`src/design/scd_pkg.sv`:
```
package scd_pkg;

  // Field widths of the input and result transactions
  localparam int unsigned OpW   = 2;
  localparam int unsigned ByteW = 8;
  localparam int unsigned IdxW  = 12;
  localparam int unsigned LenW  = 13;

  // Default sizes of the two stores
  localparam int unsigned FrameCapacityDef = 4096;
  localparam int unsigned ConsoleDepthDef  = 256;

  // SLIP special bytes
  localparam logic [ByteW-1:0] ByteEnd    = 8'hC0;
  localparam logic [ByteW-1:0] ByteEsc    = 8'hDB;
  localparam logic [ByteW-1:0] ByteEscEnd = 8'hDC;
  localparam logic [ByteW-1:0] ByteEscEsc = 8'hDD;

  // Configuration port
  localparam int unsigned ApbAddrW = 3;
  localparam int unsigned ApbDataW = 32;
  localparam logic        RegEnable = 1'b0;

  typedef enum logic [OpW-1:0] {
    OpWire    = 2'd0,
    OpPop     = 2'd1,
    OpRead    = 2'd2,
    OpRelease = 2'd3
  } op_e;

  typedef struct packed {
    logic [OpW-1:0]   operation;
    logic [ByteW-1:0] wire_byte;
    logic [IdxW-1:0]  read_index;
  } in_item_t;

  typedef struct packed {
    logic [ByteW-1:0] read_data;
    logic             read_valid;
    logic             frame_waiting;
    logic [LenW-1:0]  frame_length;
    logic             console_available;
    logic             console_dropped;
  } out_item_t;

  // Item after decode in the front end
  typedef struct packed {
    op_e              op;
    logic [ByteW-1:0] raw;
    logic [ByteW-1:0] unesc;
    logic             is_end;
    logic             is_esc;
    logic [IdxW-1:0]  index;
  } cls_item_t;

  // Control from the register block to the back end
  typedef struct packed {
    logic enable;
    logic clear;
  } cfg_ctrl_t;

endpackage

```
`src/design/scd_front.sv`:
```
module scd_front (
  input  logic              in_valid_i,
  output logic              in_ready_o,
  input  scd_pkg::in_item_t item_i,
  output logic              push_valid_o,
  input  logic              push_ready_i,
  output scd_pkg::cls_item_t item_o
);
  import scd_pkg::*;

  // Handshake goes straight to the queue
  assign push_valid_o = in_valid_i;
  assign in_ready_o   = push_ready_i;

  // Decode the operation and pre-classify the wire byte
  always_comb begin
    item_o.op     = op_e'(item_i.operation);
    item_o.raw    = item_i.wire_byte;
    item_o.is_end = (item_i.wire_byte == ByteEnd);
    item_o.is_esc = (item_i.wire_byte == ByteEsc);
    item_o.index  = item_i.read_index;
    // value the byte takes when it follows an ESC
    case (item_i.wire_byte)
      ByteEscEnd: item_o.unesc = ByteEnd;
      ByteEscEsc: item_o.unesc = ByteEsc;
      default:    item_o.unesc = item_i.wire_byte;
    endcase
  end

endmodule

```
`config.mk`:
```
export PLATFORM = sky130hd
export DESIGN_NAME = scd_front
export DESIGN_NICKNAME = d
export VERILOG_FILES = /design/src/design/scd_pkg.sv /design/src/design/scd_front.sv
export SDC_FILE = /design/constraint.sdc
export NUM_CORES = 1
export LEC_CHECK = 0
export BUFFER_PORTS_ARGS = -buffer_cell sky130_fd_sc_hd__buf_2
export CAP_MARGIN = 20
export CORE_AREA = 2 2 39 41
export DETAILED_ROUTE_END_ITERATION = 6
export DIE_AREA = 0 0 41 43
export GPL_TIMING_DRIVEN = 0
export PLACE_DENSITY = 0.74
export SYNTH_ARGS = -nofsm -noshare
export SYNTH_HDL_FRONTEND = slang
export SYNTH_SLANG_ARGS = --single-unit
```
`constraint.sdc`:
```
create_clock -name vclk -period 0.8
set_input_delay 0.08 -clock vclk [all_inputs]
set_output_delay 0.08 -clock vclk [all_outputs]
set_load 0.01 [all_outputs]
```
==> impl_metrics.csv <==
group,metric,value,unit
routing,wl_per_cell,8.75,um
timing,worstMarginPinSlew,0.198,ns
synthesis,yosys.area.top_type,"buf_4",
cells_and_area,final_cell_mix,"33 x buf_2, 29 x buf_4, 5 x buf_6, 4 x nand2_1",
global_route,grt_usage,9.90,%
power_and_ir_drop,peakVddDrop,182,uV
power_and_ir_drop,p_per_area,521,nW/um^2
synthesis,syn_area,294,sq um
floorplanning,start_util,21.2,%
timing,slew_viol_final,0,
run,maxCapViolCount,0,
synthesis,muxShareOfSynthArea,0,%
cells_and_area,seq_cell_count,0,
status,outcome,"complete, but fails checks",
routing,dr.pass1.iters,4,
min_path,holdPathStages,2,
timing,layout_min_cycle_time,0.979,ns
routing,drt_iter0_drc,2,
critical_path,critPathLaunchType,"primary input",
critical_path,cp_max_fo,2,
floorplanning,num_io_pins,58,
placed_design,place_ws,-0.275,ns
routing,antenna_left,0,
floorplanning,die_w,41,um
timing,setup_slack,-0.179,ns
synthesis,synth.avg_cell_area,7.00,sq um
status,violations,"negative setup slack",
placed_design,place_area,552,sq um
global_route,grt-ovfl-total,0,
routing,routed_wirelength,910,um
floorplanning,num_rows,14,
critical_path,end_kind,"output port",
critical_path,critical_path_class,"in2out",
cells_and_area,seqCellArea,0,sq um
min_path,worstHoldPathType,"in2out",
cells_and_area,nFillCells,152,
synthesis,post_synth_xor_area_fraction,0,%
synthesis,yosys_warnings,0,
synthesis,synth_compound_area_share,11.9,%
floorplanning,die_area,1760,sq um
synthesis,syn_inst,42,
cells_and_area,fin_nets,114,
placed_design,gp_congestion,0.587,
floorplanning,fp.dieH,43,um
power_and_ir_drop,p_leak,0.359,nW
cells_and_area,multi_input_area,120,sq um
critical_path,crit_slowest_cell,"or4_4",
global_route,antenna_found_initial,0,
timing,max_slew_margin,86.6,%
global_route,grt_pass1_vias,319,
placed_design,dp_hpwl,751,um
cells_and_area,drive_gt1_share,85.2,%
synthesis,synth_top_family_by_area,"buffers and inverters",
cells_and_area,clkbuf_count,0,
synthesis,ys_seq_area_share,0,%
routing,via_per_inst,3.92,
timing,setup-violations-final,5,
global_route,grt_max_degree,8,
floorplanning,core,1380,sq um
critical_path,crit_required,0.72,ns
cells_and_area,final_area,644,sq um
routing,drc,0,
placed_design,portBuffers,42,
critical_path,arrival,0.90,ns
synthesis,synth_nets,66,
synthesis,synth_cell_types,13,
critical_path,path_cells,"buf_8, or4_4, nor2_4, buf_6",
critical_path,critical_path.max_stage_delay,0.53,ns
synthesis,yosysTopAreaCellShare,61.3,%
global_route,grt_pass1_wl,1310,um
timing,fin_crit_sh,122,%
synthesis,synth_fa_ha_area_share,0,%
routing,vias,408,
timing,rsz0062_at_grt,"true",
timing,max_freq,1020,MHz
cells_and_area,diodes,0,
timing,hold_viol,0,
synthesis,yosys-top-cells-area,"buf_4 61%, o31a_2 6.8%, nand2_1 5.1%",
cells_and_area,syn2layout_area_growth,119,%
cells_and_area,mostFrequentLayoutCell,"buf_2",
synthesis,synthSimpleGateAreaFrac,19.6,%
==> power by group <==
group	switching (mW)	internal (mW)
sequential	0	0
combinational	0.129	0.207
clock	0	0
total	0.129	0.207
==> critical path: cells and delay by family <==
family	cells	cell delay [ns]
simple gates	2	0.62
buf+inv	2	0.19
==> layout make-up <==
cell class	count	area share, %
multi-input cells	14	18.6
well taps	16	3.11
plain buffers	28	31.1
repair buffers	46	47.2
==> what timing repair did <==
item | 4_1_cts | 5_1_grt
hold buffers | 0 | 0
pin swaps | 6 | 0
endpoints found under the hold margin | 0 | 0
gates resized for setup | 17 | 0
buffers inserted | 4 | 0
setup endpoints to repair | 6 | 5
==> worst paths after layout <==
check                      start  slack, ns          to
worst max-delay path  item_i[15]      -0.18  item_o[13]
worst min-delay path   item_i[1]       0.34   item_o[1]
==> layer usage <==
layer	global-route usage, %	part of all wire [%]	vias to the layer above
met5	0	0	-
met4	0	0	0
met3	0	12	0
met2	21.3	60	28
met1	9.84	29	174
li1	-	-	206
==> cells in the mapped netlist <==
cell type	instances
nand4bb_1	1
clkbuf_1	3
o21bai_1	1
dlygate4sd3_1	1
o21a_1	1
or4_1	1
nor2_1	1
o31a_2	2
nand3b_1	1
nand2_1	4
nor4_1	1
nand4_1	1
buf_4	24
==> cells by family (layout without fill, tap and decap cells) <==
family,after synthesis,after routing
and+or+nand+nor,10,10
buffers and inverters,28,74
AOI/OAI and AO/OA,4,4
==> metrics by stage <==
stage | utilization, % | setup TNS (ns) | std cells | power [mW] | hold slack [ns]
after floorplan | - | -0.0211 | 42 | 0.175 | 0.214
after global placement | 39.9 | -0.989 | 100 | 0.290 | 0.344
after detailed placement | 39.9 | -1.01 | 100 | 0.294 | 0.344
after CTS | 46.6 | -0.451 | 104 | 0.338 | 0.344
after global routing | 46.6 | -0.565 | 104 | 0.364 | 0.348
final | 46.6 | -0.423 | 104 | 0.336 | 0.343
No activity file was read; power rests on OpenSTA's default activity.
