==> src/design/scd_fifo.sv <==
module scd_fifo #(
  parameter type         T     = logic,
  parameter int unsigned Depth = 2
) (
  input  logic                       clk_i,
  input  logic                       rst_ni,
  input  logic                       push_valid_i,
  output logic                       push_ready_o,
  input  T                           push_data_i,
  output logic                       pop_valid_o,
  input  logic                       pop_ready_i,
  output T                           pop_data_o,
  output logic [$clog2(Depth+1)-1:0] count_o
);

  localparam int unsigned PtrW = $clog2(Depth);
  localparam int unsigned CntW = $clog2(Depth + 1);

  T                mem_q [Depth];
  logic [PtrW-1:0] wr_ptr_q, wr_ptr_d;
  logic [PtrW-1:0] rd_ptr_q, rd_ptr_d;
  logic [CntW-1:0] cnt_q, cnt_d;
  logic            push, pop;

  assign push_ready_o = (cnt_q < CntW'(Depth));
  assign pop_valid_o  = (cnt_q != '0);
  assign pop_data_o   = mem_q[rd_ptr_q];
  assign count_o      = cnt_q;
  assign push         = push_valid_i && push_ready_o;
  assign pop          = pop_valid_o && pop_ready_i;

  // Pointer and occupancy update
  always_comb begin
    wr_ptr_d = wr_ptr_q;
    rd_ptr_d = rd_ptr_q;
    cnt_d    = cnt_q;
    if (push) begin
      wr_ptr_d = (wr_ptr_q == PtrW'(Depth - 1)) ? '0 : wr_ptr_q + PtrW'(1);
    end
    if (pop) begin
      rd_ptr_d = (rd_ptr_q == PtrW'(Depth - 1)) ? '0 : rd_ptr_q + PtrW'(1);
    end
    if (push && !pop) begin
      cnt_d = cnt_q + CntW'(1);
    end else if (pop && !push) begin
      cnt_d = cnt_q - CntW'(1);
    end
  end

  always_ff @(posedge clk_i or negedge rst_ni) begin
    if (!rst_ni) begin
      wr_ptr_q <= '0;
      rd_ptr_q <= '0;
      cnt_q    <= '0;
    end else begin
      wr_ptr_q <= wr_ptr_d;
      rd_ptr_q <= rd_ptr_d;
      cnt_q    <= cnt_d;
    end
  end

  // Entry storage, no reset needed
  always_ff @(posedge clk_i) begin
    if (push) begin
      mem_q[wr_ptr_q] <= push_data_i;
    end
  end

endmodule

==> config.mk <==
export PLATFORM = sky130hd
export DESIGN_NAME = scd_fifo
export DESIGN_NICKNAME = d
export VERILOG_FILES = /design/src/design/scd_fifo.sv
export SDC_FILE = /design/constraint.sdc
export NUM_CORES = 1
export LEC_CHECK = 0
export ABC_AREA = 1
export ABC_CLOCK_PERIOD_IN_PS = 1650
export BUFFER_PORTS_ARGS = -buffer_cell sky130_fd_sc_hd__clkbuf_2
export CAP_MARGIN = 5
export CORE_AREA = 3 3 40 42
export DETAILED_ROUTE_END_ITERATION = 12
export DIE_AREA = 0 0 43 45
export GPL_TIMING_DRIVEN = 1
export PLACE_DENSITY = 0.43
export SETUP_SLACK_MARGIN = 0.5
export SYNTH_ARGS = -nofsm -noshare
export SYNTH_HDL_FRONTEND = slang
export SYNTH_SLANG_ARGS = --single-unit
==> constraint.sdc <==
create_clock -name clk_i -period 1.65 [get_ports clk_i]
set_clock_uncertainty 0.05 [all_clocks]
set_input_delay 0.33 -clock clk_i [delete_from_list [all_inputs] [get_ports clk_i]]
set_output_delay 0.33 -clock clk_i [all_outputs]
set_load 0.1 [all_outputs]
==> impl_metrics.py <==
metrics = {
    "run_status": {
        "status": "finished, final reports clean",
    },
    "global_routing": {
        "grt_pass1_vias": 255,
        "grt_pass1_wl_microns": 993,
        "grt_usage_pct": 7.30,
        "grt_overflow": 0,
        "use_met1_pct": 7.90,
        "grt-busiest-layer": "met2",
        "grt.met3_usage_pct": 3.98,
        "grt_max_degree": 5,
        "antenna_found_initial": 0,
        "met2_usage_pct": 11.7,
    },
    "clocking": {
        "clock_sinks": 6,
        "clkSlewWorstSetupHoldPaths_ns": 0.05,
        "htreeDepth": 1,
        "root_buffer": "clkbuf_4",
        "clk_path_buf_depth": 2,
        "cts_tree": "yes",
        "cts_buffers": 3,
        "clkLatencyLatePin_ns": 0.25,
    },
    "timing": {
        "rsz0062_at_grt": "yes",
        "slew_violations": 0,
        "min_period_ns": 1.53,
        "hold_viol_final": 0,
        "max_freq_mhz": 653,
        "fin_setup_tns_ns": 0,
        "fin_crit_sh_pct": 92.9,
        "slew_headroom_pct": 91.5,
        "setup_viol_count_final": 0,
        "worst_pin_slew_ns": 0.127,
    },
    "logic_synthesis": {
        "synth_top_cell_by_area": "dfrtp_1",
        "synth.area.top_cells": "dfrtp_1 (31%), edfxtp_1 (19%), nand2_1 (12%), nand2_4 (11%), ha_1 (3.9%)",
        "postSynthCellCount": 34,
        "ys_warn_count": 0,
        "ys_seq_area_share_pct": 50.4,
        "synthMuxAreaShare_pct": 3.54,
        "synth_top_area_share_pct": 31.5,
        "synth_top_family_by_area": "simple AND/OR/NAND/NOR gates",
        "synth_seq_cells": 6,
        "synth_cell_types": 13,
        "avgSynthCellArea_sq_um": 9.35,
        "synth_nets": 40,
        "syn_area_sq_um": 318,
        "synthSimpleGateAreaFrac_pct": 32.3,
        "synth-adder-area-share_pct": 3.94,
        "yosys.area_share.xor_xnor_pct": 2.76,
        "synth_compound_area_share_pct": 0,
    },
    "min_path": {
        "hold_class": "primary input to flip-flop",
        "whs_path_depth": 1,
        "holdCritStartpoint": "push_data_i",
        "hold_end": "mem_q[1]",
    },
    "detailed_routing": {
        "viasPerCell": 4.18,
        "postRouteAntennaNets": 0,
        "drt_iter0_drc": 4,
        "num_vias": 276,
        "dr.pass1.iters": 4,
        "route.detailed.drc": 0,
        "wl_per_cell_microns": 10.1,
        "finalWirelength_microns": 665,
    },
    "die": {
        "start_util_pct": 24.7,
        "coreArea_sq_um": 1280,
        "die_x_microns": 43,
        "rows": 13,
        "die_h_microns": 45,
        "ios": 10,
        "die-area_sq_um": 1940,
    },
    "setup_path": {
        "path_cells": "mux2_4 > clkbuf_16",
        "path_max_fanout": 2,
        "reg2reg_from": "count_o[1]",
        "ff2ff_path_depth": 9,
        "crit_required_ns": 1.27,
        "path_class": "flip-flop to output port",
        "r2r-end": "count_o[1]",
        "end_kind": "output port",
        "slowest_stage": "dfrtp_1",
        "r2r_slack_ns": 0.29,
        "worstPathArrival_ns": 1.15,
        "path_delay_family": "flip-flops",
        "crit_buf_inv": 1,
        "critPathMaxStageDelay_ns": 0.39,
        "cp-start-kind": "flip-flop",
    },
    "finish": {
        "area_growth_pct": 89.4,
        "post_route_cells_drive_above_1_share_pct": 56.9,
        "finish.net_count": 58,
        "fillCellCount": 119,
        "num_antenna_cells": 0,
    },
    "place": {
        "place_congestion": 0.790,
        "io_buffers": 9,
        "dpl.hpwl_microns": 505,
    },
    "flow_run": {
        "cap_violations": 0,
    },
}
stage by stage:
stage                     instance area [sq um]  setup WS (ns)  cells  hold WS (ns)  util, %
final                                       602          0.118     66         0.222     46.8
after global routing                        602         0.0788     66         0.208     46.8
after CTS                                   582          0.125     66         0.226     45.3
after detailed placement                    462          0.211     58        0.0965     35.9
after global placement                      462          0.216     58        0.0956     35.9
after floorplan                             365        -0.0716     34       -0.0156        -
cell families (layout without fill, tap and decap cells):
logic type               count (synthesis)  in the layout
flip-flops                               6              6
adder cells (fa/ha/maj)                  1              1
multiplexers                             1              1
buffers and inverters                    6             23
XOR/XNOR                                 1              1
AND/OR/NAND/NOR                         19             19
placed cells by master (no fill, tap or decap):
master and n:
edfxtp_1 2, buf_4 1, inv_4 1, clkbuf_2 4, inv_6 1, nand2_8 2
inv_12 1, nand3b_1 1, clkbuf_4 3, inv_2 1, xor2_1 1, mux2_4 1
nand3_2 1, nor2_1 2, dfrtp_1 2, buf_12 3, ha_4 1, nand2_1 9
dlygate4sd3_1 1, nand3_1 1, nand2_2 2, nand2_4 1, clkbuf_1 1, clkbuf_16 2
buf_6 2, dfrtp_4 2, inv_1 2
Yosys cell counts:
library cell and number:
dfrtp_1 4, nand2_4 3, inv_2 3, edfxtp_1 2, nand2_2 1, nand3b_1 1, mux2_1 1, ha_1 1
nor2_1 2, nand3_1 2, inv_1 3, nand2_1 10, xor2_1 1
worst max-delay path by stage:
stage | from | endpoint | slack (ns) | depth (start not counted)
2_1_floorplan | count_o[1] | count_o[1] | -0.07 | 8
3_3_place_gp | rd_ptr_q | pop_data_o | 0.22 | 2
3_5_place_dp | rd_ptr_q | pop_data_o | 0.21 | 2
4_1_cts | rd_ptr_q | pop_data_o | 0.12 | 2
5_1_grt | rd_ptr_q | pop_data_o | 0.08 | 2
6_report | rd_ptr_q | pop_data_o | 0.12 | 2
state kept, by name, summed over array words and instances (netlist names):
| register | cells |
|---|---|
| count_o | 2 |
| mem_q | 2 |
| rd_ptr_q | 1 |
| wr_ptr_q | 1 |
worst reg2reg max path: cells and delay by family, from the launching register on:
family,cells,cell delay [ns]
adder cells (fa/ha/maj),1,0.20
AND/OR/NAND/NOR,6,0.35
flip-flops,1,0.52
buffers and inverters,2,0.16
final cells by class:
| type | instances | area, sq um | share of cell area [%] |
|---|---|---|---|
| clock buffer | 4 | 26.3 | 4.37 |
| multi-input combinational | 22 | 176 | 29.3 |
| sequential | 6 | 168 | 27.9 |
| tap | 15 | 18.8 | 3.12 |
| timing repair buffer | 13 | 170 | 28.3 |
| inverter | 6 | 42.5 | 7.07 |
routing by layer:
layer  vias to the layer above  wire (microns)
li1                        137               -
met1                       128             262
met2                         9             336
met3                         2              43
met4                         0              22
met5                         -               0
what timing repair did:
item | 4_1_cts | 5_1_grt
setup buffers | 3 | 0
hold endpoints to repair | 4 | 0
gates resized for setup | 13 | 4
endpoints found under the setup margin | 7 | 7
hold buffers | 1 | 0
pin swaps | 0 | 6
Power is left out: the tool's default activity adds up to more than one toggle a clock period on the data nets, which glitch-free logic cannot reach.
